### src/rtl/five_point_derivative_assert.svh
// Assertion helpers shared by the derivative block.
`ifndef FIVE_POINT_DERIVATIVE_ASSERT_SVH
`define FIVE_POINT_DERIVATIVE_ASSERT_SVH

// Consequent must hold in the same cycle as the antecedent.
`define FPD_ASSERT_NOW(label, clk, rst, ante, cons, msg) \
   label: assert property (@(posedge clk) disable iff (rst) (ante) |-> (cons)) \
      else $error(msg);

// Consequent must hold in the cycle after the antecedent.
`define FPD_ASSERT_NEXT(label, clk, rst, ante, cons, msg) \
   label: assert property (@(posedge clk) disable iff (rst) (ante) |=> (cons)) \
      else $error(msg);

`endif

### src/rtl/fpd_pkg.sv
`timescale 1ns / 1ps

package fpd_pkg;

   localparam int SCALE_W = 32;
   localparam logic [SCALE_W-1:0] SCALE_RESET = 32'h0001_0000;

   localparam int CSR_INDEX_W = 1;
   localparam logic [CSR_INDEX_W-1:0] CSR_SCALE_FIVE  = 1'b0;
   localparam logic [CSR_INDEX_W-1:0] CSR_SCALE_THREE = 1'b1;

   // Samples seen in the current run, saturating.
   localparam int RUN_W = 3;
   localparam logic [RUN_W-1:0] RUN_ZERO  = 3'd0;
   localparam logic [RUN_W-1:0] RUN_ONE   = 3'd1;
   localparam logic [RUN_W-1:0] RUN_TWO   = 3'd2;
   localparam logic [RUN_W-1:0] RUN_THREE = 3'd3;
   localparam logic [RUN_W-1:0] RUN_MAX   = 3'd7;

   // Extra bits a five-point stencil sum needs over one sample.
   localparam int STENCIL_GROW = 5;

   // Up to three results per sample.
   localparam int OP_SLOTS = 3;
   localparam int OP_CNT_W = 2;

   localparam int QUEUE_DEPTH = 4;
   localparam int QPTR_W      = 2;
   localparam int QCNT_W      = 3;

   localparam int LANES   = 2;
   localparam int LANE_RE = 0;
   localparam int LANE_IM = 1;

   typedef struct packed {
      logic use_three;
      logic last;
   } op_ctrl_type;

   typedef struct packed {
      logic full;
      logic empty;
   } queue_stat_type;

endpackage

### src/rtl/fpd_queue.sv
`timescale 1ns / 1ps

`include "five_point_derivative_assert.svh"

module fpd_queue #(
   parameter int SUM_W = 37
) (
   input  logic                    clock,
   input  logic                    reset,
   input  logic                    push,
   input  fpd_pkg::op_ctrl_type    ctrl_in,
   input  logic signed [SUM_W-1:0] sum_re_in,
   input  logic signed [SUM_W-1:0] sum_im_in,
   input  logic                    pop,
   output fpd_pkg::op_ctrl_type    ctrl_out,
   output logic signed [SUM_W-1:0] sum_re_out,
   output logic signed [SUM_W-1:0] sum_im_out,
   output fpd_pkg::queue_stat_type stat
);

   fpd_pkg::op_ctrl_type    ctrl_ff [fpd_pkg::QUEUE_DEPTH];
   logic signed [SUM_W-1:0] re_ff   [fpd_pkg::QUEUE_DEPTH];
   logic signed [SUM_W-1:0] im_ff   [fpd_pkg::QUEUE_DEPTH];

   logic [fpd_pkg::QPTR_W-1:0] wr_ptr_ff, rd_ptr_ff;
   logic [fpd_pkg::QCNT_W-1:0] count_ff;

   assign stat.full  = (count_ff == fpd_pkg::QCNT_W'(fpd_pkg::QUEUE_DEPTH));
   assign stat.empty = (count_ff == '0);

   assign ctrl_out   = ctrl_ff[rd_ptr_ff];
   assign sum_re_out = re_ff[rd_ptr_ff];
   assign sum_im_out = im_ff[rd_ptr_ff];

   always_ff @(posedge clock) begin
      if (reset) begin
         wr_ptr_ff <= '0;
         rd_ptr_ff <= '0;
         count_ff  <= '0;
      end else begin
         if (push) begin
            wr_ptr_ff <= wr_ptr_ff + fpd_pkg::QPTR_W'(1);
         end
         if (pop) begin
            rd_ptr_ff <= rd_ptr_ff + fpd_pkg::QPTR_W'(1);
         end
         if (push && !pop) begin
            count_ff <= count_ff + fpd_pkg::QCNT_W'(1);
         end else if (pop && !push) begin
            count_ff <= count_ff - fpd_pkg::QCNT_W'(1);
         end
      end
   end

   always_ff @(posedge clock) begin
      if (push) begin
         ctrl_ff[wr_ptr_ff] <= ctrl_in;
         re_ff[wr_ptr_ff]   <= sum_re_in;
         im_ff[wr_ptr_ff]   <= sum_im_in;
      end
   end

   `FPD_ASSERT_NOW(a_no_overflow, clock, reset, push, !stat.full, "queue push while full")
   `FPD_ASSERT_NOW(a_no_underflow, clock, reset, pop, !stat.empty, "queue pop while empty")
   `FPD_ASSERT_NEXT(a_idle_holds, clock, reset, !push && !pop, $stable(count_ff), "queue count moved without push or pop")

endmodule

### config.mk
export PLATFORM = sky130hd
export DESIGN_NAME = fpd_queue
export DESIGN_NICKNAME = d
export VERILOG_FILES = /design/src/rtl/fpd_pkg.sv /design/src/rtl/fpd_queue.sv
export VERILOG_INCLUDE_DIRS = /design/src /design/src/rtl
export SDC_FILE = /design/constraint.sdc
export NUM_CORES = 1
export LEC_CHECK = 0
export ABC_CLOCK_PERIOD_IN_PS = 3400
export BUFFER_PORTS_ARGS = -buffer_cell sky130_fd_sc_hd__buf_2
export CAP_MARGIN = 20
export CORE_MARGIN = 1
export CORE_UTILIZATION = 35
export DETAILED_ROUTE_END_ITERATION = 10
export HOLD_SLACK_MARGIN = 0.12
export PLACE_DENSITY = 0.6
export SYNTH_ARGS = -nofsm -noshare
export SYNTH_HDL_FRONTEND = slang
export SYNTH_SLANG_ARGS = --single-unit
### constraint.sdc
create_clock -name clock -period 3.4 [get_ports clock]
set_clock_uncertainty 0.2 [all_clocks]
set_input_delay 0.34 -clock clock [delete_from_list [all_inputs] [get_ports clock]]
set_output_delay 0.34 -clock clock [all_outputs]
set_load 0.05 [all_outputs]
==> results of run 1 <==
==> layout make-up <==
cell class,instances,area [µm²],share of cell area (%)
inverter,4,15.0,0.104
timing repair buffer,244,1730,11.9
clock inverter,15,101,0.701
sequential,313,9320,64.4
clock buffer,40,810,5.60
multi-input combinational,106,1950,13.5
tap,435,544,3.76
==> timing repair <==
| item | in CTS | in global routing |
|---|---|---|
| setup buffers | 0 | 0 |
| endpoints found under the hold margin | 313 | 0 |
| hold buffers | 80 | 0 |
==> final timing paths <==
kind | startpoint | end | slack, ps | depth (start not counted)
min | rd_ptr_ff[0] | rd_ptr_ff[0] | 330 | 2
min reg2reg | rd_ptr_ff[0] | rd_ptr_ff[0] | 330 | 2
max | register | sum_re_out[34] | 540 | 3
max reg2reg | wr_ptr_ff[1] | im_ff[1][3] | 1340 | 4
==> power by group through the flow <==
stage               registers, W  logic, W  clock network (W)
global route             0.00452   0.00138            0.00330
floorplan                0.00455  0.000965                  0
finish                   0.00451   0.00131            0.00307
global placement         0.00458   0.00124                  0
CTS                      0.00451   0.00133            0.00316
detailed placement       0.00459   0.00125                  0
==> kinds of logic (layout without fill, tap and decap cells) <==
| kind of cell | count (synthesis) | count (layout) | synth area share [%] |
|---|---|---|---|
| and+or+nand+nor | 15 | 15 | 0.645 |
| xor gates and xnor gates | 5 | 5 | 0.383 |
| AOI/OAI and AO/OA | 2 | 2 | 0.0874 |
| muxes | 78 | 78 | 15.1 |
| DFF | 313 | 313 | 81.4 |
| buffers and inverters | 22 | 303 | 1.65 |
| adders and majority gates | 6 | 6 | 0.722 |
==> worst min-delay path: stages, from the launching register on <==
cell,delay (ps)
dfxtp_1,350
xnor2_1,80
nor2_1,70
==> sequential cells by signal, summed over array words and instances, names as in the netlist, named ones only <==
name	count
re_ff	148
wr_ptr_ff	2
im_ff	148
ctrl_ff	8
rd_ptr_ff	2
count_ff	3
==> metrics by stage <==
stage                     setup slack [ps]  instances  power, W
after global placement                1080       1022   0.00581
after floorplan                        441        441   0.00552
final                                  543       1157   0.00889
after detailed placement              1050       1022   0.00584
after global routing                   399       1157   0.00921
after CTS                              454       1157   0.00900
==> metal layers <==
layer | GRT usage (%) | wire length, µm
met2 | 22.2 | 10400
met4 | 3.47 | 444
met3 | 2.46 | 1090
met1 | 17.1 | 9410
met5 | 0 | 8
==> layout by cell type, fill, tap and decap left out, types with 2 or more instances in the layout <==
| cell type | instances |
|---|---|
| edfxtp_1 | 304 |
| buf_2 | 157 |
| dlygate4sd3_1 | 80 |
| mux4_2 | 76 |
| clkbuf_16 | 31 |
| clkbuf_1 | 9 |
| nor2_1 | 7 |
| clkinv_1 | 7 |
| dfxtp_1 | 7 |
| buf_12 | 7 |
| ha_1 | 5 |
| inv_1 | 4 |
| and2_4 | 4 |
| clkinv_2 | 4 |
| xor2_1 | 3 |
| xnor2_1 | 2 |
| mux2i_1 | 2 |
| dfxtp_4 | 2 |
| inv_6 | 2 |
==> results.cfg, run 1 <==
[power_and_ir_drop]
p_leak_nw = 4.87
switchingPower_w = 0.00227
seqPwrFrac_pct = 50.7
vdd_drop_max_mv = 0.341
clockPowerShare_pct = 34.6
powerDensity_nw_per_um2 = 614
pwr-share-comb_pct = 14.7
swShare_pct = 25.6
p_int_w = 0.00661

[layout]
areaGrowthSynthToFinish_pct = 26.4
antenna_cells = 0
fin_area_um2 = 14500
drive_gt1_share_pct = 39.5
fill_cells = 2736
nets = 786
final_core_util_pct = 45.4

[yosys]
synthCells = 441
yosysUniqueCellTypes = 23
seq_area_frac_synth_pct = 81.4
yosysWarningCount = 0
synthFlopType = edfxtp_1
ys_ff_latch = 313
yosys-top-cells-area = edfxtp_1 (80%), mux4_2 (15%), dfxtp_1 (1.6%)
async_flop_share_pct = 0
synth_top_area_share_pct = 79.8
synth_area_per_cell_um2 = 25.9
synthTopCellsByCount = edfxtp_1 (304), mux4_2 (76), dfxtp_1 (9), nor2_1 (7)
post-synth-top-area-cell = edfxtp_1
synth_edf_count = 304
syn_nets = 527
synth_area_um2 = 11400
yosysMostFrequentCell = edfxtp_1

[floorplanning]
fp.dieH_um = 183
fp.dieW_um = 183
core-area_um2 = 31900
rows = 65
io_pins = 158
die_area_um2 = 33400
initial_core_util_pct = 35.9

[clock_tree]
numCtsBuffers = 31
root_buffer = clkbuf_16
clk_latency_ps = 550
cts_tree = yes
path_clk_slew_ps = 60
cts_buffer_depth = 3
clock-sinks = 313
h-tree-depth = 1
post_cts_resized = 0

[timing]
worstMarginPinSlew_ps = 638
rsz0062_at_grt = false
slew_viol_final = 0
setup_tns_ps = 0
setup_viol = 0
period_minus_slack_ps = 2860
holdWs_ps = 334
finalCritPeriodShare_pct = 84.0
fmax_mhz = 350
slew-limit-headroom_pct = 57.5
hold_violations = 0

[routing]
drt_iter0_drc = 266
wl_per_cell_um = 18.4
route.detailed.drc = 0
vias_per_cell = 4.66
vias = 5395
drt-total-wl_mm = 21.3
route.antenna.remaining_nets = 0
firstDrtPassIters = 4

[critical_path]
path_max_fanout = 32
worst_path_max_delay_cell = dfxtp_4
critPathArrivalTime_ps = 2320
endpoint_kind = output port
path_cells = buf_12, mux4_2, buf_2
path_delay_family = flip-flops
path_buf_inv = 2
critPathMaxStageDelay_ps = 610
worstSetupPathType = reg -> out
startpoint_type = register
critPathRequiredTime_ps = 2860

[run_status]
status = completed

[worst_hold_path]
hp-class = reg -> reg

[grt]
grt_overflow = 0
grt_antenna_before_repair = 1
grt_pass1_vias = 5943
grt_pass1_wl_mm = 33.2
grt_start_max_net_pins = 41
gr-usage-all-layers_pct = 13.0

[placed_design]
portBuffers = 157
gp_congestion = 0.697
hpwl_mm = 12.2
dpl_cell_area_um2 = 12800

[flow_run]
drv_cap = 0
Note: power is estimated with default switching activity, not from simulation.
==> run 2, diff against run 1 <==
--- a/config.mk
+++ b/config.mk
@@ -6,14 +6,15 @@
 export SDC_FILE = /design/constraint.sdc
 export NUM_CORES = 1
 export LEC_CHECK = 0
-export ABC_CLOCK_PERIOD_IN_PS = 3400
+export ABC_AREA = 1
+export ABC_CLOCK_PERIOD_IN_PS = 2300
 export BUFFER_PORTS_ARGS = -buffer_cell sky130_fd_sc_hd__buf_2
 export CAP_MARGIN = 20
 export CORE_MARGIN = 1
 export CORE_UTILIZATION = 35
 export DETAILED_ROUTE_END_ITERATION = 10
 export HOLD_SLACK_MARGIN = 0.12
-export PLACE_DENSITY = 0.6
+export PLACE_DENSITY = 0.62
 export SYNTH_ARGS = -nofsm -noshare
 export SYNTH_HDL_FRONTEND = slang
 export SYNTH_SLANG_ARGS = --single-unit
==> constraint.sdc (replaced) <==
create_clock -name clock -period 2.3 [get_ports clock]
set_clock_uncertainty 0.2 [all_clocks]
set_input_delay 0.23 -clock clock [delete_from_list [all_inputs] [get_ports clock]]
set_output_delay 0.23 -clock clock [all_outputs]
set_load 0.05 [all_outputs]
==> run 2 against run 1 <==
- the run now ends with negative setup slack left
- synthesized cell count up 80%
- non-clock buffer count up 28
- worst setup slack worse by 620 ps
- critical endpoint is now sum_re_out[33]
- highest routed layer is now met4
==> results.cfg, run 2 <==
[critical_path]
path_max_fanout = 15
critPathRequiredTime_ps = 1870
worstSetupPathType = reg -> out
r2r_cells = 5
endpoint_kind = output port
startpoint_type = register
critPathArrivalTime_ps = 1950

[power_and_ir_drop]
p_leak_nw = 5.48
powerDensity_nw_per_um2 = 881
p_total_w = 0.0137
vdd_drop_max_mv = 0.546

[yosys]
synthCells = 793
yosysUniqueCellTypes = 27
synthFlopType = edfxtp_1
synth_top_area_share_pct = 77.1
synth_area_per_cell_um2 = 14.9
async_flop_share_pct = 0
seq_area_frac_synth_pct = 78.6
yosysMostFrequentCell = edfxtp_1
syn_nets = 879
post-synth-top-area-cell = edfxtp_1
yosys-top-cells-area = edfxtp_1 (77%), o21ai_0 (6.5%), nor2_1 (4.5%)
ys_ff_latch = 313
yosysWarningCount = 0
synthTopCellsByCount = edfxtp_1 (304), o21ai_0 (153), nor2_1 (142), o22ai_1 (71), nor2_2 (16)
synth_edf_count = 304
synth_area_um2 = 11800

[layout]
final_cells = 1517
final_common_cell = edfxtp_1
reg.largest.list = im_ff (148), re_ff (148), ctrl_ff (8)
drive_gt1_share_pct = 26.2
nets = 1138
areaGrowthSynthToFinish_pct = 31.6
fill_cells = 2814
final_cell_mix = edfxtp_1 (304), nor2_1 (142), o21ai_0 (135)

[placed_design]
hpwl_mm = 14.4
portBuffers = 157
dp.cells = 1364
gp_congestion = 0.694

[routing]
route.detailed.drc = 0
route.antenna.remaining_nets = 0
drt_iter0_drc = 379
wl_per_cell_um = 18.4
drt-total-wl_mm = 27.9
firstDrtPassIters = 5
vias = 7392
vias_per_cell = 4.87

[grt]
grt-busiest-layer = met2
met2_usage_pct = 25.6
grt_pass1_vias = 7326
use_met3_pct = 4.19
grt_antenna_before_repair = 1
grt_pass1_wl_mm = 38.9
grt_start_max_net_pins = 63
use_met1_pct = 17.5
grt_overflow = 0
gr-usage-all-layers_pct = 14.7

[timing]
postLayoutSetupSlackWorst_ps = -75.6
slew-limit-headroom_pct = 80.2
slew_viol_final = 0
holdWs_ps = 275
fmax_mhz = 421
hold_violations = 0
setup_viol = 1
period_minus_slack_ps = 2380
setup_tns_ps = -75.6
worstMarginPinSlew_ps = 297
finalCritPeriodShare_pct = 103
rsz0062_at_grt = true

[clock_tree]
cts_tree = yes
root_buffer = clkbuf_16
path_clk_slew_ps = 60
clk_latency_ps = 500
clock-sinks = 313
numCtsBuffers = 34
cts_buffer_depth = 3
h-tree-depth = 2

[floorplanning]
fp.dieH_um = 186
die_area_um2 = 34600
rows = 66
core-area_um2 = 32900
fp.dieW_um = 186
io_pins = 158
initial_core_util_pct = 35.9

[worst_hold_path]
hold_depth = 2
hp-class = in -> reg

[run_status]
status = finished, violations left
violations = negative setup slack

[flow_run]
drv_cap = 0
-- run 2: power by group --
part / internal (W) / leakage (nW) / switching (W) / total, W
Sequential: 0.00652 / 2.87 / 0.0000656 / 0.00658
Clock: 0.00289 / 0.498 / 0.00208 / 0.00498
Combinational: 0.000709 / 2.11 / 0.00146 / 0.00217
Total: 0.0101 / 5.48 / 0.00361 / 0.0137
-- run 2: repair_timing --
action	in CTS	in global routing
resized for setup	70	62
hold buffers	80	0
cloned	0	10
setup buffers	0	4
hold endpoints to repair	313	0
pin swaps	0	11
setup endpoints to repair	75	76
-- run 2: kinds of logic after synthesis --
| kind of cell | share of synthesized area (%) |
|---|---|
| XOR/XNOR | 0.0740 |
| buffers and inverters | 3.76 |
| adder cells (fa/ha/maj) | 0.697 |
| AND/OR/NAND/NOR | 5.81 |
| flip-flops | 78.6 |
| AO/OA/AOI/OAI | 11.0 |
-- run 2: worst paths after layout --
| check | startpoint | end | slack, ps |
|---|---|---|---|
| hold / removal | sum_im_in[10] | im_ff[3][10] | 270 |
| setup reg to reg | wr_ptr_ff[1] | re_ff[1][9] | 720 |
| setup / recovery | register | sum_re_out[33] | -80 |
| hold reg to reg | rd_ptr_ff[1] | register | 280 |
-- run 2: per-layer routing --
layer  wire (µm)  vias to the layer above
met4         464                        0
met5           0                        -
met2       13400                      246
li1            -                     3505
met3        2220                       38
met1       11900                     3603
-- run 2: metrics by stage --
step / cell area [µm²] / util, % / worst slack (ps)
after CTS: 15200 / 46.1 / -52.5
after detailed placement: 13200 / 40.0 / 401
after global routing: 15600 / 47.3 / -121
after floorplan: 11900 / - / -20.0
after global placement: 13200 / 40.0 / 441
final: 15600 / 47.3 / -75.6
-- run 2: final cells by class --
class,count,area (µm²),share of cell area [%]
diodes,1,2.50,0.0161
clock buffers,47,951,6.10
clock inverters,11,62.6,0.402
inverters,17,95.1,0.610
multi-input cells,414,2150,13.8
flip-flops and latches,313,9320,59.8
well taps,442,553,3.55
repair buffers,272,2450,15.7
-- run 2: worst max-delay path: stages, from the launching register on --
cell and delay, ps:
dfxtp_4 460, buf_4 200, clkbuf_16 190, o21ai_0 120
o22ai_1 220, buf_4 230
==> run 3, diff against run 2 <==
--- a/config.mk
+++ b/config.mk
@@ -7,14 +7,15 @@
 export NUM_CORES = 1
 export LEC_CHECK = 0
 export ABC_AREA = 1
-export ABC_CLOCK_PERIOD_IN_PS = 2300
+export ABC_CLOCK_PERIOD_IN_PS = 2900
 export BUFFER_PORTS_ARGS = -buffer_cell sky130_fd_sc_hd__buf_2
 export CAP_MARGIN = 20
 export CORE_MARGIN = 1
 export CORE_UTILIZATION = 35
+export CTS_CLUSTER_SIZE = 40
 export DETAILED_ROUTE_END_ITERATION = 10
 export HOLD_SLACK_MARGIN = 0.12
-export PLACE_DENSITY = 0.62
+export PLACE_DENSITY = 0.65
 export SYNTH_ARGS = -nofsm -noshare
 export SYNTH_HDL_FRONTEND = slang
 export SYNTH_SLANG_ARGS = --single-unit
==> constraint.sdc (replaced) <==
create_clock -name clock -period 2.9 [get_ports clock]
set_clock_uncertainty 0.2 [all_clocks]
set_input_delay 0.29 -clock clock [delete_from_list [all_inputs] [get_ports clock]]
set_output_delay 0.29 -clock clock [all_outputs]
set_load 0.05 [all_outputs]
==> run 3 against run 2 <==
- the run now ends clean
- non-clock buffer count decreased by 19
- register-to-register slack improved by 260 ps
- global-route usage increased by 0.45 points
==> results.cfg, run 3 (same netlist as run 2, synthesis figures left out) <==
[grt]
grt_overflow = 0
gr-usage-all-layers_pct = 15.1
grt_pass1_wl_mm = 39.9
grt_antenna_before_repair = 1
grt_pass1_vias = 7288
grt_start_max_net_pins = 84

[floorplanning]
die_area_um2 = 34600
initial_core_util_pct = 35.9
core-area_um2 = 32900
fp.dieH_um = 186
io_pins = 158
rows = 66
fp.dieW_um = 186

[routing]
route.antenna.remaining_nets = 0
route.detailed.drc = 0
vias = 7324
firstDrtPassIters = 4
drt-total-wl_mm = 26.1
wl_per_cell_um = 17.4
drt_iter0_drc = 417
vias_per_cell = 4.87

[layout]
areaGrowthSynthToFinish_pct = 26.9
fill_cells = 2858
drive_gt1_share_pct = 23.9
final_common_cell = edfxtp_1
regArea_um2 = 9320
final_cells = 1503
final_cell_mix = edfxtp_1 (304), buf_2 (155), o21ai_0 (153)
nets = 1120
reg.largest.list = im_ff (148), re_ff (148), ctrl_ff (8)
multi_input_area_um2 = 2090

[clock_tree]
clock-sinks = 313
h-tree-depth = 2
path_clk_slew_ps = 60
cts_buffer_depth = 3
root_buffer = clkbuf_16
cts_tree = yes
clk_latency_ps = 500
numCtsBuffers = 35
cts_setup_buffers = 0

[placed_design]
hpwl_mm = 14.4
gp_congestion = 0.691
dp_slack_ps = 607
portBuffers = 157
dp.cells = 1359

[critical_path]
critPathRequiredTime_ps = 2410
rr_startpoint = wr_ptr_ff[0]
endpoint_kind = output port
critPathArrivalTime_ps = 2170
startpoint_type = register
r2r_cells = 5
worstSetupPathType = reg -> out
path_max_fanout = 29

[timing]
slew-limit-headroom_pct = 66.7
postLayoutSetupSlackWorst_ps = 237
setup_tns_ps = 0
period_minus_slack_ps = 2660
fmax_mhz = 376
hold_violations = 0
worstMarginPinSlew_ps = 500
slew_viol_final = 0
finalCritPeriodShare_pct = 91.8
rsz0062_at_grt = false
setup_viol = 0

[run_status]
status = completed

[worst_hold_path]
min_from = wr_ptr_ff[1]
hp-class = reg -> reg
hold_depth = 2

[power_and_ir_drop]
vdd_drop_max_mv = 0.576
p_leak_nw = 5.28
p_total_w = 0.0110
powerDensity_nw_per_um2 = 733

[flow_run]
drv_cap = 0
==> run 3: changes by cell type in the layout (fill, tap and decap cells not counted), moves of 5 or more <==
cell	previous run	this run
clkbuf_4	5	0
o22ai_2	11	5
o22ai_1	65	71
o21ai_1	19	4
o21ai_0	135	153
buf_4	66	6
buf_8	5	0
buf_6	13	1
buf_2	81	155
==> run 3: worst paths after layout <==
check / end / slack, ps
max reg2reg: re_ff[0][34] / 980
min: wr_ptr_ff[1] / 330
min reg2reg: wr_ptr_ff[1] / 330
max: sum_im_out[26] / 240
==> run 3: area by class of cell <==
class / count / share of cell area (%)
Clock buffer: 44 / 6.33
Tap cell: 442 / 3.68
Multi-Input combinational cell: 414 / 13.9
Antenna cell: 1 / 0.0166
Clock inverter: 19 / 1.20
Timing Repair Buffer: 253 / 12.3
Inverter: 17 / 0.574
Sequential cell: 313 / 62.0
==> run 3: worst max-delay path, stage by stage, from the launching register on <==
cell	delay, ps
dfxtp_4	520
buf_4	390
o21ai_0	160
o22ai_1	270
buf_2	320
==> run 3: timing repair <==
item	CTS	global route
resized for setup	0	3
setup endpoints to repair	0	29
hold endpoints to repair	313	0
hold buffers	80	0
==> run 3: per-stage QoR <==
stage | util [%] | cell area (µm²) | hold slack (ps)
2_1_floorplan | - | 11800 | 162
3_3_place_gp | 39.7 | 13100 | 262
3_5_place_dp | 39.7 | 13100 | 265
4_1_cts | 45.6 | 15000 | 308
5_1_grt | 45.6 | 15000 | 323
6_report | 45.6 | 15000 | 327
==> run 3: report_power, final <==
part | leakage [nW] | switching (W) | internal [W]
Clock | 0.551 | 0.00170 | 0.00261
Combinational | 1.86 | 0.00109 | 0.000396
Sequential | 2.87 | 0.0000568 | 0.00517
==> run 3: per-layer routing <==
metal / up-vias / global-route usage [%] / wire length (µm)
met1: 3567 / 19.8 / 11700
li1: 3469 / - / -
met3: 44 / 3.38 / 1680
met2: 244 / 25.1 / 12200
met4: 0 / 4.59 / 536
met5: - / 0 / 0
