**src/rtl/five_point_derivative_assert.svh**
```systemverilog
// Assertion helpers shared by the derivative block.
`ifndef FIVE_POINT_DERIVATIVE_ASSERT_SVH
`define FIVE_POINT_DERIVATIVE_ASSERT_SVH

// Consequent must hold in the same cycle as the antecedent.
`define FPD_ASSERT_NOW(label, clk, rst, ante, cons, msg) \
   label: assert property (@(posedge clk) disable iff (rst) (ante) |-> (cons)) \
      else $error(msg);

// Consequent must hold in the cycle after the antecedent.
`define FPD_ASSERT_NEXT(label, clk, rst, ante, cons, msg) \
   label: assert property (@(posedge clk) disable iff (rst) (ante) |=> (cons)) \
      else $error(msg);

`endif

```
**src/rtl/fpd_pkg.sv**
```systemverilog
`timescale 1ns / 1ps

package fpd_pkg;

   localparam int SCALE_W = 32;
   localparam logic [SCALE_W-1:0] SCALE_RESET = 32'h0001_0000;

   localparam int CSR_INDEX_W = 1;
   localparam logic [CSR_INDEX_W-1:0] CSR_SCALE_FIVE  = 1'b0;
   localparam logic [CSR_INDEX_W-1:0] CSR_SCALE_THREE = 1'b1;

   // Samples seen in the current run, saturating.
   localparam int RUN_W = 3;
   localparam logic [RUN_W-1:0] RUN_ZERO  = 3'd0;
   localparam logic [RUN_W-1:0] RUN_ONE   = 3'd1;
   localparam logic [RUN_W-1:0] RUN_TWO   = 3'd2;
   localparam logic [RUN_W-1:0] RUN_THREE = 3'd3;
   localparam logic [RUN_W-1:0] RUN_MAX   = 3'd7;

   // Extra bits a five-point stencil sum needs over one sample.
   localparam int STENCIL_GROW = 5;

   // Up to three results per sample.
   localparam int OP_SLOTS = 3;
   localparam int OP_CNT_W = 2;

   localparam int QUEUE_DEPTH = 4;
   localparam int QPTR_W      = 2;
   localparam int QCNT_W      = 3;

   localparam int LANES   = 2;
   localparam int LANE_RE = 0;
   localparam int LANE_IM = 1;

   typedef struct packed {
      logic use_three;
      logic last;
   } op_ctrl_type;

   typedef struct packed {
      logic full;
      logic empty;
   } queue_stat_type;

endpackage

```
**src/rtl/fpd_front.sv**
```systemverilog
`timescale 1ns / 1ps

`include "five_point_derivative_assert.svh"

module fpd_front #(
   parameter int SAMPLE_WIDTH = 32,
   localparam int SUM_W = SAMPLE_WIDTH + fpd_pkg::STENCIL_GROW
) (
   input  logic                           clock,
   input  logic                           reset,
   input  logic                           req_valid,
   output logic                           req_ready,
   input  logic signed [SAMPLE_WIDTH-1:0] sample_re,
   input  logic signed [SAMPLE_WIDTH-1:0] sample_im,
   input  logic                           last_in,
   input  fpd_pkg::queue_stat_type        q_stat,
   output logic                           q_push,
   output fpd_pkg::op_ctrl_type           q_ctrl,
   output logic signed [SUM_W-1:0]        q_sum_re,
   output logic signed [SUM_W-1:0]        q_sum_im
);

   logic signed [SAMPLE_WIDTH-1:0] hist_re_ff [4];
   logic signed [SAMPLE_WIDTH-1:0] hist_im_ff [4];
   logic [fpd_pkg::RUN_W-1:0]      run_ff;

   fpd_pkg::op_ctrl_type      op_ctrl_ff [fpd_pkg::OP_SLOTS];
   logic signed [SUM_W-1:0]   op_re_ff   [fpd_pkg::OP_SLOTS];
   logic signed [SUM_W-1:0]   op_im_ff   [fpd_pkg::OP_SLOTS];
   logic [fpd_pkg::OP_CNT_W-1:0] cnt_ff;

   fpd_pkg::op_ctrl_type      op_ctrl_in [fpd_pkg::OP_SLOTS];
   logic signed [SUM_W-1:0]   op_re_in   [fpd_pkg::OP_SLOTS];
   logic signed [SUM_W-1:0]   op_im_in   [fpd_pkg::OP_SLOTS];
   logic [fpd_pkg::OP_CNT_W-1:0] cnt_in;

   logic signed [SUM_W-1:0] five_re, five_im, mid_re, mid_im, end_re, end_im;
   fpd_pkg::op_ctrl_type    a_ctrl;
   logic signed [SUM_W-1:0] a_re, a_im;
   logic                    accept;

   assign q_push    = (cnt_ff != '0) && !q_stat.full;
   assign req_ready = (cnt_ff == '0) || ((cnt_ff == fpd_pkg::OP_CNT_W'(1)) && q_push);
   assign accept    = req_valid && req_ready;

   assign q_ctrl   = op_ctrl_ff[0];
   assign q_sum_re = op_re_ff[0];
   assign q_sum_im = op_im_ff[0];

   // Stencil sums over newest-first history.
   always_comb begin
      five_re = SUM_W'(hist_re_ff[3]) - (SUM_W'(hist_re_ff[2]) <<< 3)
              + (SUM_W'(hist_re_ff[0]) <<< 3) - SUM_W'(sample_re);
      five_im = SUM_W'(hist_im_ff[3]) - (SUM_W'(hist_im_ff[2]) <<< 3)
              + (SUM_W'(hist_im_ff[0]) <<< 3) - SUM_W'(sample_im);
      mid_re  = SUM_W'(hist_re_ff[0]) - SUM_W'(hist_re_ff[2]);
      mid_im  = SUM_W'(hist_im_ff[0]) - SUM_W'(hist_im_ff[2]);
      end_re  = SUM_W'(sample_re) - SUM_W'(hist_re_ff[1]);
      end_im  = SUM_W'(sample_im) - SUM_W'(hist_im_ff[1]);
   end

   // Classify the sample into its results.
   always_comb begin
      a_ctrl = '{use_three: 1'b0, last: 1'b0};
      a_re   = five_re;
      a_im   = five_im;
      if (run_ff == fpd_pkg::RUN_TWO) begin
         a_re = '0;
         a_im = '0;
      end else if (run_ff == fpd_pkg::RUN_THREE) begin
         a_ctrl.use_three = 1'b1;
         a_re             = mid_re;
         a_im             = mid_im;
      end

      cnt_in = '0;
      for (int i = 0; i < fpd_pkg::OP_SLOTS; i++) begin
         op_ctrl_in[i] = '{use_three: 1'b0, last: 1'b0};
         op_re_in[i]   = '0;
         op_im_in[i]   = '0;
      end

      if (!last_in) begin
         if (!(run_ff inside {fpd_pkg::RUN_ZERO, fpd_pkg::RUN_ONE})) begin
            cnt_in        = fpd_pkg::OP_CNT_W'(1);
            op_ctrl_in[0] = a_ctrl;
            op_re_in[0]   = a_re;
            op_im_in[0]   = a_im;
         end
      end else if (run_ff == fpd_pkg::RUN_ZERO) begin
         cnt_in             = fpd_pkg::OP_CNT_W'(1);
         op_ctrl_in[0].last = 1'b1;
      end else if (run_ff == fpd_pkg::RUN_ONE) begin
         cnt_in             = fpd_pkg::OP_CNT_W'(2);
         op_ctrl_in[1].last = 1'b1;
      end else begin
         cnt_in                  = fpd_pkg::OP_CNT_W'(3);
         op_ctrl_in[0]           = a_ctrl;
         op_re_in[0]             = a_re;
         op_im_in[0]             = a_im;
         op_ctrl_in[1].use_three = 1'b1;
         op_re_in[1]             = end_re;
         op_im_in[1]             = end_im;
         op_ctrl_in[2].last      = 1'b1;
      end
   end

   always_ff @(posedge clock) begin
      if (reset) begin
         cnt_ff <= '0;
         run_ff <= fpd_pkg::RUN_ZERO;
      end else begin
         if (accept) begin
            cnt_ff <= cnt_in;
         end else if (q_push) begin
            cnt_ff <= cnt_ff - fpd_pkg::OP_CNT_W'(1);
         end
         if (accept) begin
            if (last_in) begin
               run_ff <= fpd_pkg::RUN_ZERO;
            end else if (run_ff != fpd_pkg::RUN_MAX) begin
               run_ff <= run_ff + fpd_pkg::RUN_W'(1);
            end
         end
      end
   end

   always_ff @(posedge clock) begin
      if (accept) begin
         for (int i = 0; i < fpd_pkg::OP_SLOTS; i++) begin
            op_ctrl_ff[i] <= op_ctrl_in[i];
            op_re_ff[i]   <= op_re_in[i];
            op_im_ff[i]   <= op_im_in[i];
         end
      end else if (q_push) begin
         for (int i = 0; i < fpd_pkg::OP_SLOTS - 1; i++) begin
            op_ctrl_ff[i] <= op_ctrl_ff[i+1];
            op_re_ff[i]   <= op_re_ff[i+1];
            op_im_ff[i]   <= op_im_ff[i+1];
         end
      end
      if (accept && !last_in) begin
         for (int i = 3; i > 0; i--) begin
            hist_re_ff[i] <= hist_re_ff[i-1];
            hist_im_ff[i] <= hist_im_ff[i-1];
         end
         hist_re_ff[0] <= sample_re;
         hist_im_ff[0] <= sample_im;
      end
   end

   `FPD_ASSERT_NOW(a_accept_slots_free, clock, reset, accept, cnt_ff <= fpd_pkg::OP_CNT_W'(1), "sample taken while results still pending")
   `FPD_ASSERT_NEXT(a_last_clears_run, clock, reset, accept && last_in, run_ff == fpd_pkg::RUN_ZERO, "run count not cleared after last sample")
   `FPD_ASSERT_NEXT(a_last_full_flush, clock, reset, accept && last_in && run_ff >= fpd_pkg::RUN_TWO, cnt_ff == fpd_pkg::OP_CNT_W'(3), "last sample did not queue three results")

endmodule

```
**config.mk**
```make
export PLATFORM = sky130hd
export DESIGN_NAME = fpd_front
export DESIGN_NICKNAME = d
export VERILOG_FILES = /design/src/rtl/fpd_pkg.sv /design/src/rtl/fpd_front.sv
export VERILOG_INCLUDE_DIRS = /design/src /design/src/rtl
export SDC_FILE = /design/constraint.sdc
export NUM_CORES = 1
export LEC_CHECK = 0
export BUFFER_PORTS_ARGS = -buffer_cell sky130_fd_sc_hd__buf_2
export CAP_MARGIN = 20
export CORE_MARGIN = 3
export CORE_UTILIZATION = 56
export CTS_CLUSTER_DIAMETER = 120
export DETAILED_ROUTE_END_ITERATION = 8
export PLACE_DENSITY = 0.82
export SLEW_MARGIN = 30
export SYNTH_ARGS = -nofsm -noshare
export SYNTH_HDL_FRONTEND = slang
export SYNTH_SLANG_ARGS = --single-unit
```
**constraint.sdc**
```tcl
create_clock -name clock -period 16.2 [get_ports clock]
set_clock_uncertainty 0.15 [all_clocks]
set_input_delay 2.43 -clock clock [delete_from_list [all_inputs] [get_ports clock]]
set_output_delay 2.43 -clock clock [all_outputs]
set_load 0.05 [all_outputs]
```
==> metrics.yaml, run 1 <==
status: "finished, final reports clean"
clk_latency_ps: 590
crit_chain: "buf_2, fa_1, fa_1, inv_1, ha_1, a211o_1, a211oi_1, nor3_1, o21ai_0, and2_1, o21ai_0, a21oi_1, o21ai_0, xnor2_1, o221ai_1"
cts_made_buffers: 46
slew_headroom_pct: 37.4
drt-pass1-iter-count: 6
fp.dieW_um: 230
leakagePower_uw: 0.0134
grt_overflow: 0
drc: 0
antenna_cells: 0
postSynthCellCount: 2665
track_usage_pct: 25.7
worstPathRequired_ps: 16320
core_area_um2: 49400
synth_edf_count: 401
ctsResizeCount: 0
synth-async-reset-ratio_pct: 0
regToRegSetupSlack_ps: 11210
share_comb_of_total_power_pct: 40.1
cp-startpoint: "sample_re[3]"
die-area_um2: 53100
grt_pass1_wl_um: 108000
area_growth_pct: 9.09
setup_violations: 0
holdBufCountCts: 0
intPower_uw: 2640
place.gp.congestion: 0.920
yosysWarningCount: 0
ys_seq_area_share_pct: 43.1
grt_pass1_vias: 20400
min_path_type: "register to register"
cts.sinks: 406
drt_iter0_markers: 1851
antenna_found_initial: 2
r2r-start: "hist_re_ff[0][0]$_DFFE_PP_"
num_rows: 81
synth_cell_types: 72
dp.cells: 3359
p_sw_share_pct: 37.6
fmax_mhz: 154
reg2reg_depth: 15
pwr-share-seq_pct: 33.2
period_needed_ps: 6490
clock_path_buffers: 3
path_max_fanout: 3
power_uw: 4230
wl_um: 68700
cts.clk_slew.worst_paths_ps: 60
power_density_nw_per_um2: 138
synth_area_per_cell_um2: 10.6
worst_pin_slew_ps: 939
cp_slowest_cell: "fa_1"
via_count: 20100
ant_nets: 0
r2r-end: "op_re_ff[0][27]$_DFFE_PP_"
wl_per_cell_um: 19.9
finalHoldViolations: 0
rsz0062_at_grt: "false"
cpMostUsedCell: "o21ai_0"
via_per_inst: 5.84
hold_end: "hist_re_ff[2][0]$_DFFE_PP_"
p_clk_share_pct: 26.7
worstHoldStart: "hist_re_ff[1][0]$_DFFE_PP_"
synth_ff_type: "edfxtp_1"
power.switching_uw: 1590
ios: 148
ys_ff_latch: 406
slowest_delay_ps: 540
period_share_pct: 40.0
tns_ps: 0
grt_max_degree: 89
slew_viol_final: 0
cts-htree-levels: 2
post_cts_buffers: 0
drive_gt1_share_pct: 9.21
die_h_um: 230
cts_tree: "yes"
endpoint_kind: "register"
cp-start-kind: "input pin"
cp.arrival_ps: 6610
finalNonFillerCells: 3443
whs_ps: 291
hpwl_um: 51200
crit_type: "input pin to register"
holdPathStages: 0
initial_core_util_pct: 57.1
port_buffers: 146
nets: 3159
synth_area_um2: 28200
synth_nets: 3081
cts-root-buf: "clkbuf_16"
ir_worst_vdd_mv: 0.0842
drv_cap: 0
## synth_stat cells, drive strengths merged, types with 6 or more instances
cell | count | area share (%)
o211ai | 9 | 0.24
edfxtp | 401 | 43
nor3 | 34 | 0.62
nand2b | 27 | 0.60
fa | 138 | 9.8
mux2i | 8 | 0.28
or3 | 7 | 0.16
nor3b | 9 | 0.24
nand3 | 25 | 0.44
o221ai | 10 | 0.33
o21ai | 160 | 2.8
xor2 | 72 | 2.2
xnor2 | 89 | 2.8
o21bai | 21 | 0.56
nor2b | 26 | 0.58
buf | 82 | 2.1
a22oi | 27 | 0.72
a21oi | 181 | 3.2
and3 | 17 | 0.38
o31a | 7 | 0.22
a211oi | 34 | 0.96
o31ai | 14 | 0.41
o21a | 33 | 0.88
a21o | 101 | 2.7
inv | 421 | 5.6
nand2 | 145 | 1.9
a22o | 9 | 0.28
clkbuf | 47 | 0.63
ha | 208 | 9.2
a31oi | 24 | 0.55
nand4 | 20 | 0.44
nor2 | 155 | 2.1
and2 | 15 | 0.33
a221oi | 7 | 0.26
a21boi | 6 | 0.16
## cells by family (layout without fill, tap and decap cells)
logic type	after synthesis	in the layout	share of synthesized area, %
AO/OA/AOI/OAI	690	690	15.8
buffers and inverters	550	664	8.34
AND/OR/NAND/NOR	504	504	8.43
flip-flops	406	406	43.1
adder cells (fa/ha/maj)	346	346	19.0
XOR/XNOR	161	161	5.00
multiplexers	8	8	0.284
## worst max path at each step
stage	end	slack (ps)	cells after the start
detailed placement	op_re_ff[0][27]$_DFFE_PP_	9150	15
global placement	op_re_ff[0][27]$_DFFE_PP_	9200	15
global route	op_re_ff[0][36]$_DFFE_PP_	9570	14
CTS	op_re_ff[0][27]$_DFFE_PP_	9730	15
floorplan	hist_im_ff[0][0]$_DFFE_PP_	1390	4
finish	op_re_ff[0][27]$_DFFE_PP_	9710	15
## metal layers
layer / global-route usage, % / part of all wire, % / vias up
met4: 11.0 / 4.0 / 4
met2: 42.1 / 47 / 843
met3: 4.45 / 8.1 / 178
met5: 0 / 0.032 / -
li1: - / - / 9428
met1: 33.8 / 41 / 9670
## registers in the layout, indices dropped and copies added (netlist names)
| signal | flops |
|---|---|
| cnt_ff | 2 |
| hist_im_ff | 128 |
| hist_re_ff | 128 |
| op_ctrl_ff | 5 |
| op_im_ff | 70 |
| op_re_ff | 70 |
| run_ff | 3 |
## final cells by class
cell class,count,area (µm²)
clock buffer,57,1260
clock inverter,27,369
fill,3804,18600
inverter,421,1580
multi-input combinational,1709,13700
sequential,406,12100
tap,664,831
timing repair buffer,159,843
## critical path: cells and delay by family
kind | cells | cell delay (ps)
adders and majority gates | 3 | 1340
buffers and inverters | 2 | 190
AOI/OAI and AO/OA | 7 | 1950
xor gates and xnor gates | 1 | 290
and+or+nand+nor | 2 | 420
## power groups by stage
stage          Sequential, µW  Clock (µW)  Combinational [µW]
2_1_floorplan            1450           0                1340
3_3_place_gp             1420           0                1610
3_5_place_dp             1430           0                1660
4_1_cts                  1410        1140                1680
5_1_grt                  1420        1180                1860
6_report                 1410        1130                1700
## cells in the final DEF (no fill, tap or decap), types with 31 or more instances in the layout
cell type	netlist	routed
fa_1	138	138
o21a_1	33	33
clkbuf_16	0	49
nand2_1	145	144
nor3_1	33	33
buf_2	0	146
edfxtp_1	401	401
nor2_1	155	153
xnor2_1	89	89
o21ai_0	158	156
ha_1	208	207
xor2_1	72	72
a21o_1	101	101
inv_1	421	421
a211oi_1	31	31
a21oi_1	181	181
## stage by stage
| step | area (µm²) | utilization, % | setup WS (ps) |
|---|---|---|---|
| after floorplan | 28200 | - | 1390 |
| after global placement | 29100 | 59.0 | 9200 |
| after detailed placement | 29100 | 59.0 | 9150 |
| after CTS | 30700 | 62.3 | 9730 |
| after global routing | 30700 | 62.3 | 9570 |
| final | 30700 | 62.3 | 9710 |
Note: power is estimated with default switching activity, not from simulation.
==> run 2: changes to the inputs <==
--- a/config.mk
+++ b/config.mk
@@ -6,6 +6,7 @@
 export SDC_FILE = /design/constraint.sdc
 export NUM_CORES = 1
 export LEC_CHECK = 0
+export ABC_AREA = 1
 export BUFFER_PORTS_ARGS = -buffer_cell sky130_fd_sc_hd__buf_2
 export CAP_MARGIN = 20
 export CORE_MARGIN = 3
==> constraint.sdc (replaced) <==
create_clock -name clock -period 6.2 [get_ports clock]
set_clock_uncertainty 0.15 [all_clocks]
set_input_delay 0.93 -clock clock [delete_from_list [all_inputs] [get_ports clock]]
set_output_delay 0.93 -clock clock [all_outputs]
set_load 0.05 [all_outputs]
==> run 2 against run 1 <==
Compared with the run above: register-to-register slack got worse by 8900 ps; final area up 12%; largest cell class unchanged; final cell count rose by 41%; sequential share of layout area down 4.1 points.
==> metrics.yaml, run 2 <==
core_area_um2: 55600  # +13%
drive_gt1_share_pct: 6.81  # -2.4 points
tns_ps: 0  # unchanged
area_growth_pct: 8.10
worstPathRequired_ps: 6390  # -9930 ps
pwr-share-seq_pct: 32.6  # -0.6 points
via_count: 27100  # +35%
preCtsSetupSlack_ps: 1800  # -7350 ps
clock_path_buffers: 3  # unchanged
post_cts_buffers: 0  # unchanged
drv_cap: 0  # unchanged
fp.dieW_um: 244  # +6.0%
reg2reg_depth: 16  # +1
power_density_nw_per_um2: 316  # +130%
status: "finished, final reports clean"
track_usage_pct: 32.8  # +7.1 points
synth-async-reset-ratio_pct: 0  # unchanged
holdBufCountCts: 0  # unchanged
period_needed_ps: 3880
place.gp.congestion: 0.978  # +6.3%
yosysWarningCount: 0  # unchanged
yosysMostFrequentCell: "nand2_1"
r2r-end: "op_re_ff[0][29]$_DFFE_PP_"
leakagePower_uw: 0.0167  # +25%
via_per_inst: 5.59  # -4.3%
num_rows: 86  # +6.2%
synth_edf_count: 401  # unchanged
area.sequential_um2: 12100  # unchanged
period_share_pct: 62.6
worstHoldStart: "hist_im_ff[1][21]$_DFFE_PP_"
drt_iter0_markers: 3395  # +83%
hpwl_um: 77500  # +52%
layout_common_cells: "nand2_1 (1044), inv_1 (796), edfxtp_1 (401)"
endpoint_kind: "register"
synthTopCellsByArea: "edfxtp_1 (38%), nand2_1 (12%), inv_1 (9.4%)"
synth_area_per_cell_um2: 8.01  # -24%
grt_pass1_vias: 25000  # +22%
initial_core_util_pct: 57.1  # about the same
ys_ff_latch: 406  # unchanged
clk_latency_ps: 600  # about the same
ys_seq_area_share_pct: 38.2  # -4.8 points
antenna_found_initial: 0  # -2
cts.sinks: 406  # unchanged
setup_violations: 0  # unchanged
multiInputGateArea_um2: 15900  # +16%
synth_common_cells: "nand2_1 (1045), inv_1 (796), edfxtp_1 (401), nor2_1 (319), nand3_1 (273)"
slew_viol_final: 0  # unchanged
cts.clk_slew.worst_paths_ps: 60  # about the same
nets: 4478  # +42%
cp.arrival_ps: 4060  # -2550 ps
path_max_fanout: 5  # +2
synth_area_um2: 31800  # +13%
grt_overflow: 0  # unchanged
die-area_um2: 59600  # +12%
synth_ff_type: "edfxtp_1"
hold_end: "hist_im_ff[2][21]$_DFFE_PP_"
min_path_type: "register to register"
worst_pin_slew_ps: 841  # -98.2 ps
synth_cell_types: 49  # -32%
slew_headroom_pct: 43.9  # +6.5 points
share_comb_of_total_power_pct: 41.7  # +1.6 points
holdPathStages: 0  # unchanged
setup_ws_ps: 2320  # -7390 ps
cp-startpoint: "hist_re_ff[0][24]$_DFFE_PP_"
drt-pass1-iter-count: 6  # unchanged
p_clk_share_pct: 25.7  # -1.0 points
ir_worst_vdd_mv: 0.289  # +240%
synth_nets: 4382  # +42%
p_sw_share_pct: 41.2  # +3.6 points
cts_tree: "yes"
power.switching_uw: 4470  # +180%
grt_pass1_wl_um: 149000  # +38%
port_buffers: 146  # unchanged
rsz0062_at_grt: "false"
cts-root-buf: "clkbuf_16"
wl_um: 98100  # +43%
largest_registers: "hist_im_ff (128), hist_re_ff (128)"
ant_nets: 0  # unchanged
wl_per_cell_um: 20.2  # +1.5%
r2r-start: "hist_re_ff[0][24]$_DFFE_PP_"
crit_type: "register to register"
cts_made_buffers: 44  # -4.3%
regToRegSetupSlack_ps: 2320  # -8890 ps
postSynthCellCount: 3966  # +49%
antenna_cells: 0  # unchanged
fmax_mhz: 258
cts-htree-levels: 2  # unchanged
intPower_uw: 6380  # +140%
drc: 0  # unchanged
finalHoldViolations: 0  # unchanged
cp-start-kind: "register"
fill_cells: 4962  # +30%
grt_max_degree: 131  # +47%
ios: 148  # unchanged
yosysTopAreaCellShare_pct: 37.9  # -4.8 points
ctsResizeCount: 0  # unchanged
die_h_um: 244  # +6.0%
yosys.area.top_type: "edfxtp_1"
final_common_cell: "nand2_1"
run 2: cell type report:
cell class	instances	area share, %
Clock buffer	50	3.33
Clock inverter	32	1.06
Inverter	804	8.79
Multi-Input combinational cell	2650	46.3
Sequential cell	406	35.4
Tap cell	748	2.73
Timing Repair Buffer	156	2.46
run 2: how the worst max path moves through the flow:
stage,endpoint,slack [ps]
global route,op_im_ff[0][35]$_DFFE_PP_,2060
finish,op_re_ff[0][29]$_DFFE_PP_,2320
detailed placement,op_re_ff[0][29]$_DFFE_PP_,1800
global placement,op_re_ff[0][29]$_DFFE_PP_,1800
CTS,op_re_ff[0][29]$_DFFE_PP_,2370
floorplan,run_ff[0]$_SDFFE_PP0P_,370
run 2: logic make-up (layout without fill, tap and decap cells):
group                    Yosys count  count (layout)  synth area share [%]
AO/OA/AOI/OAI                    493             493                  8.75
adder cells (fa/ha/maj)          346             346                  16.9
XOR/XNOR                          49              49                  1.35
AND/OR/NAND/NOR                 1762            1762                  23.0
flip-flops                       406             406                  38.2
buffers and inverters            910            1042                  11.8
run 2: metrics by stage:
stage	total power [µW]	instance area [µm²]	utilization (%)	hold WS [ps]	std cells
floorplan	6860	31800	-	276	3966
global placement	7930	32800	59.0	279	4764
detailed placement	7980	32800	59.0	284	4764
CTS	10800	34300	61.7	298	4846
global route	11500	34300	61.7	302	4846
finish	10800	34300	61.7	297	4846
run 2: power groups by stage:
stage / Clock, µW / Combinational [µW] / Sequential, µW
5_1_grt: 2930 / 4990 / 3560
2_1_floorplan: 0 / 3290 / 3570
3_5_place_dp: 0 / 4400 / 3580
6_report: 2790 / 4520 / 3530
3_3_place_gp: 0 / 4360 / 3570
4_1_cts: 2820 / 4440 / 3530
run 2: critical path, stage by stage, from the launching register on:
cell and delay (ps):
edfxtp_1 440, inv_1 110, fa_1 440, fa_1 520, inv_1 50, ha_1 440, nand2_1 140, nor2_1 270
nand2_1 180, nor4_1 190, nand2_1 140, nand2_1 90, nand2_1 50, nand3_1 70, nand2_1 70, nand2_1 180
nand2_1 80
run 2: metal layers:
layer	vias up	wire [µm]	part of all wire, %	GRT usage [%]
met5	-	0	0	0
met4	0	2690	2.7	8.89
met3	165	10700	11	5.87
met2	1433	40000	41	46.4
met1	12600	44700	46	51.4
li1	12900	-	-	-
